===== src/sv/gtdl_pkg.sv =====
package gtdl_pkg;

  // input item kinds
  localparam logic FUNC_LOAD  = 1'b0;
  localparam logic FUNC_QUERY = 1'b1;

  // configuration register indexes
  localparam logic [2:0] REG_ORIGIN_X = 3'd0;
  localparam logic [2:0] REG_ORIGIN_Y = 3'd1;
  localparam logic [2:0] REG_ORIGIN_Z = 3'd2;
  localparam logic [2:0] REG_SCALE_X  = 3'd3;
  localparam logic [2:0] REG_SCALE_Y  = 3'd4;
  localparam logic [2:0] REG_SCALE_Z  = 3'd5;

  localparam logic [31:0] ORIGIN_RESET = 32'h0000_0000;
  localparam logic [31:0] SCALE_RESET  = 32'h0010_0000;

  // one half in Q32.32
  localparam logic [63:0] HALF_Q32 = 64'h0000_0000_8000_0000;

  localparam int GRID_DEPTH = 4096;
  localparam int ADDR_W     = 12;
  localparam int IDX_W      = 8;
  localparam int DENS_W     = 16;

  // per-axis mapping result
  typedef struct packed {
    logic             outside;
    logic [IDX_W-1:0] lo;
    logic [IDX_W-1:0] hi;
    logic [15:0]      t;
  } axis_t;

endpackage


===== src/sv/gtdl_axis.sv =====
module gtdl_axis #(
  parameter int SIZE = 16
) (
  input  logic               clk,
  input  logic signed [31:0] point,
  input  logic signed [31:0] origin,
  input  logic        [31:0] scale,
  output gtdl_pkg::axis_t    axis
);

  localparam logic [63:0] LIMIT = 64'(SIZE) << 32;
  localparam logic [8:0]  TOP   = 9'(SIZE - 1);

  logic signed [32:0] diff;
  logic        [63:0] u;
  logic               neg_out;
  logic        [63:0] u_lo;
  logic        [63:0] u_hi;
  logic        [8:0]  h;
  gtdl_pkg::axis_t    axis_next;

  // stage 1: offset from the box minimum
  always_ff @(posedge clk) begin
    diff <= 33'(point) - 33'(origin);
  end

  // stage 2: scale into cell units, 32x32 product
  always_ff @(posedge clk) begin
    neg_out <= diff[32] && (scale != 32'd0);
    u       <= diff[32] ? 64'd0 : 64'(diff[31:0]) * 64'(scale);
  end

  // stage 3: bounds, corner indexes, fraction
  always_comb begin
    u_lo = u - gtdl_pkg::HALF_Q32;
    u_hi = u + gtdl_pkg::HALF_Q32;
    h    = u_hi[40:32];
    axis_next.outside = neg_out || (u > LIMIT);
    if (u < gtdl_pkg::HALF_Q32) begin
      axis_next.lo = '0;
      axis_next.t  = '0;
    end else begin
      axis_next.lo = u_lo[39:32];
      axis_next.t  = u_lo[31:16];
    end
    axis_next.hi = (h > TOP) ? TOP[7:0] : h[7:0];
  end

  always_ff @(posedge clk) begin
    axis <= axis_next;
  end

endmodule


===== config.mk =====
export PLATFORM = sky130hd
export DESIGN_NAME = gtdl_axis
export DESIGN_NICKNAME = d
export VERILOG_FILES = /design/src/sv/gtdl_pkg.sv /design/src/sv/gtdl_axis.sv
export SDC_FILE = /design/constraint.sdc
export NUM_CORES = 2
export LEC_CHECK = 0
export BUFFER_PORTS_ARGS = -buffer_cell sky130_fd_sc_hd__buf_4
export CAP_MARGIN = 20
export CORE_ASPECT_RATIO = 0.8
export CORE_UTILIZATION = 44
export DETAILED_ROUTE_END_ITERATION = 10
export GPL_ROUTABILITY_DRIVEN = 0
export PLACE_DENSITY = 0.59
export SLEW_MARGIN = 20
export SYNTH_ARGS = -nofsm -noshare
export SYNTH_HDL_FRONTEND = slang
export SYNTH_SLANG_ARGS = --single-unit

===== constraint.sdc =====
create_clock -name clk -period 6.64 [get_ports clk]
set_clock_uncertainty 0.15 [all_clocks]
set_input_delay 0.332 -clock clk [delete_from_list [all_inputs] [get_ports clk]]
set_output_delay 0.332 -clock clk [all_outputs]
set_load 0.005 [all_outputs]

==> reports/results.md <==
* **worst-case headroom to the max-slew limit** 43.73%
* **count of unresolved DRC violations after routing** 0
* **cell count after synthesis** 4249
* **Unique masters post-synth** 82
* **maximum number of pins on one net before global-route repair** 71
* **layout filler cell count** 7844
* **number of max-capacitance violations reported** 0
* **Worst EP arrival** 7770 ps
* **Total Nets Final** 5940
* **total number of vias** 28809
* **worst setup path class** register to register
* **Worst Hold Endpoint** diff[0]
* **Vias/cell** 4.975
* **share of the clock period used by the worst path** 114.0%
* **Syn. warnings** 0
* **number of global-route vias before repair** 30810
* **most common library cell in the layout ignoring fill and taps** sky130_fd_sc_hd__inv_1
* **fraction of registers with async set/reset** 0%
* **total clock sinks** 131
* **area of the mapped netlist** 38700 µm²
* **total count of max-transition violations in the final report** 0
* **share of layout cells above drive strength 1** 19.15%
* **met1 routed wirelength after detailed routing** 46750 µm
* **post-detailed-route wirelength per cell** 17.74 µm
* **final-layout worst hold slack** 56.18 ps
* **actual slew at the worst max-slew pin** 844.0 ps
* **kind of end point of the critical path** register
* **clock-pin slew on the worst setup and hold paths** 70 ps
* **count of flip-flops with a built-in enable after synthesis** 0
* **worst skew pair latency** 480 ps
* **average instance area after synthesis** 9.109 µm²
* **area of the core** 86480 µm²
* **Setup-failing EPs final** 44
* **GRT Total Usage** 24.15%
* **Hold Violations, Final** 0
* **standard-cell row count** 96
* **Max FO, Critical Path** 8
* **total congestion overflow after global routing** 0
* **dpl hpwl** 88140 µm
* **FF-to-FF End** u[62]
* **TritonCTS clock tree** built
* **vertical die dimension** 267.3 µm
* **number of cell instances on the worst register-to-register path** 24
* **sequential area share after synthesis** 6.776%
* **setup slack on the worst flop-to-flop path** -930 ps
* **uppermost layer routed** met4
* **I/O pin total** 130
* **Inserted Clock Buffers** 17
* **DIE WIDTH** 333.6 µm
* **Final WS setup** -930.8 ps
* **DR WL met2** 49920 µm
* **fmax** 132.1 MHz
* **synth-to-layout area growth** 20.36%
* **commonest register cell after synthesis** sky130_fd_sc_hd__dfxtp_1
* **area of the die** 89160 µm²
* **startpoint of the tightest hold check path** point[0]
* **number of storage elements in the synthesis netlist** 131
* **effective utilization at floorplan** 44.75%
* **CTS H-tree lvls** 4
* **number of I/O port buffers** 129
* **required time of the critical path** 6840 ps
* **First DRT Iteration DRCs** 1508
* **maximum buffer depth of the clock tree** 2
* **number of detailed-routing iterations run before antenna repair** 7
* **violated checks** setup timing
* **shortest clock period the worst path allows after layout** 7571 ps
* **cell depth of the worst min-delay path** 4
* **Crit Reg-Reg Startpoint** diff[13]
* **first-pass GRT wire length** 168800 µm
* **initial antenna violation count** 2
* **total met3 wirelength after detailed routing** 4229 µm
* **Worst Setup Slack post-DPL** -1072 ps
* **outcome** complete, but fails checks
* **clock tree root driver cell** sky130_fd_sc_hd__clkbuf_16
* **highest-count cells in the layout ignoring fill and taps** sky130_fd_sc_hd__inv_1 (893), sky130_fd_sc_hd__fa_1 (876), sky130_fd_sc_hd__and2_1 (577), sky130_fd_sc_hd__buf_4 (503), sky130_fd_sc_hd__nand2_1 (481)
* **unrepaired setup endpoints after global routing** yes
* **final antenna-violating net count** 0
* **final WL** 102800 µm
* **Worst Setup Start Kind** register
* **worst min-delay path category** input pin to register
[cell usage after synthesis, drive strengths merged, types with 5 or more instances]
cell     count  share of area [%]
a2111oi      6               0.15
a211o        5               0.11
a211oi      15               0.33
a21boi       7               0.14
a21o        56                1.1
a21oi       96                1.3
a31oi       13               0.21
and2       608                9.8
and3        11               0.19
clkbuf     223                2.4
dfxtp      131                6.8
fa         897                 46
ha         297                9.6
inv        906                8.8
nand2      491                4.8
nand2b      14               0.23
nand3       20               0.27
nand4       27               0.45
nor2       108                1.0
nor2b       37               0.60
nor3        17               0.23
nor4        23               0.37
o211ai       7               0.14
o21a        16               0.31
o21ai       57               0.76
o21bai      11               0.21
o31ai        6               0.12
or3          6               0.10
xnor2       59                1.3
xor2        26               0.59
[cell type report]
class / instances / area [µm²] / area share, %
Sequential cell: 131 / 2664 / 5.718
Timing Repair Buffer: 607 / 5413 / 11.62
Tap cell: 1127 / 1410 / 3.027
Inverter: 906 / 3401 / 7.300
Multi-Input combinational cell: 2986 / 33080 / 71.02
Antenna cell: 2 / 5.005 / 0.01074
Clock inverter: 15 / 182.7 / 0.3921
Clock buffer: 17 / 425.4 / 0.9132
[worst max-delay path, stage by stage (launching register included)]
cell and delay (ps):
sky130_fd_sc_hd__dfxtp_4 350, sky130_fd_sc_hd__buf_12 140, sky130_fd_sc_hd__buf_6 110, sky130_fd_sc_hd__and2_4 150, sky130_fd_sc_hd__fa_2 530, sky130_fd_sc_hd__fa_2 440, sky130_fd_sc_hd__fa_1 520, sky130_fd_sc_hd__inv_2 50
sky130_fd_sc_hd__fa_1 520, sky130_fd_sc_hd__inv_1 50, sky130_fd_sc_hd__fa_1 480, sky130_fd_sc_hd__fa_2 610, sky130_fd_sc_hd__fa_2 480, sky130_fd_sc_hd__fa_2 510, sky130_fd_sc_hd__ha_4 310, sky130_fd_sc_hd__nand2_4 70
sky130_fd_sc_hd__nor4b_4 350, sky130_fd_sc_hd__a21oi_1 190, sky130_fd_sc_hd__nand3_4 140, sky130_fd_sc_hd__nand4_4 140, sky130_fd_sc_hd__a2111oi_4 430, sky130_fd_sc_hd__o21ai_2 130, sky130_fd_sc_hd__a31oi_1 160, sky130_fd_sc_hd__o22ai_1 100
sky130_fd_sc_hd__mux2_1 330
[registers in the layout, summed over array words and instances, names as in the netlist]
register and count:
diff 33, neg_out 1, u 64, axis 33
[per-layer routing]
metal  vias to the layer above  global-route usage [%]
li1                      13364                       -
met1                     14741                   33.82
met2                       609                   40.39
met3                        95                   2.527
met4                         0                   5.493
met5                         -                       0
[kinds of logic (layout without fill, tap and decap cells)]
| family | count (synthesis) | count (layout) | share of synthesized area (%) |
|---|---|---|---|
| simple gates | 1384 | 1384 | 18.59 |
| flops | 131 | 131 | 6.776 |
| buf+inv | 1135 | 1545 | 11.26 |
| mux | 3 | 3 | 0.08728 |
| compound gates | 316 | 316 | 5.357 |
| other cells | 1 | 6 | 0.009689 |
| xor+xnor | 85 | 85 | 1.923 |
| fa+ha+maj | 1194 | 1194 | 56.00 |
[worst max path at each step]
stage	startpoint	end	cells after the start
global route	diff[4]	u[62]	28
global placement	scale[2]	u[55]	24
detailed placement	scale[9]	u[55]	24
floorplan	diff[10]	u[60]	26
CTS	diff[13]	u[62]	26
finish	diff[13]	u[62]	24
[metrics by stage]
step                      util, %  setup TNS (ps)  cells  instance area, µm²
after CTS                   52.89          -22990   5765               45740
final                       53.86          -22940   5791               46580
after floorplan                 -           -1963   4252               39280
after global placement      51.10          -26710   5701               44190
after global routing        53.86          -33590   5791               46580
after detailed placement    51.10          -28980   5701               44190
[what timing repair did]
action,CTS,global route
pin swaps,41,77
hold buffers,2,0
setup buffers,32,30
endpoints found under the setup margin,48,48
gates cloned,1,2
hold endpoints to repair,2,0
resized for setup,153,135
Power is not shown: default switching activity piles up to over one toggle a cycle in this logic, so the estimate is an artifact.
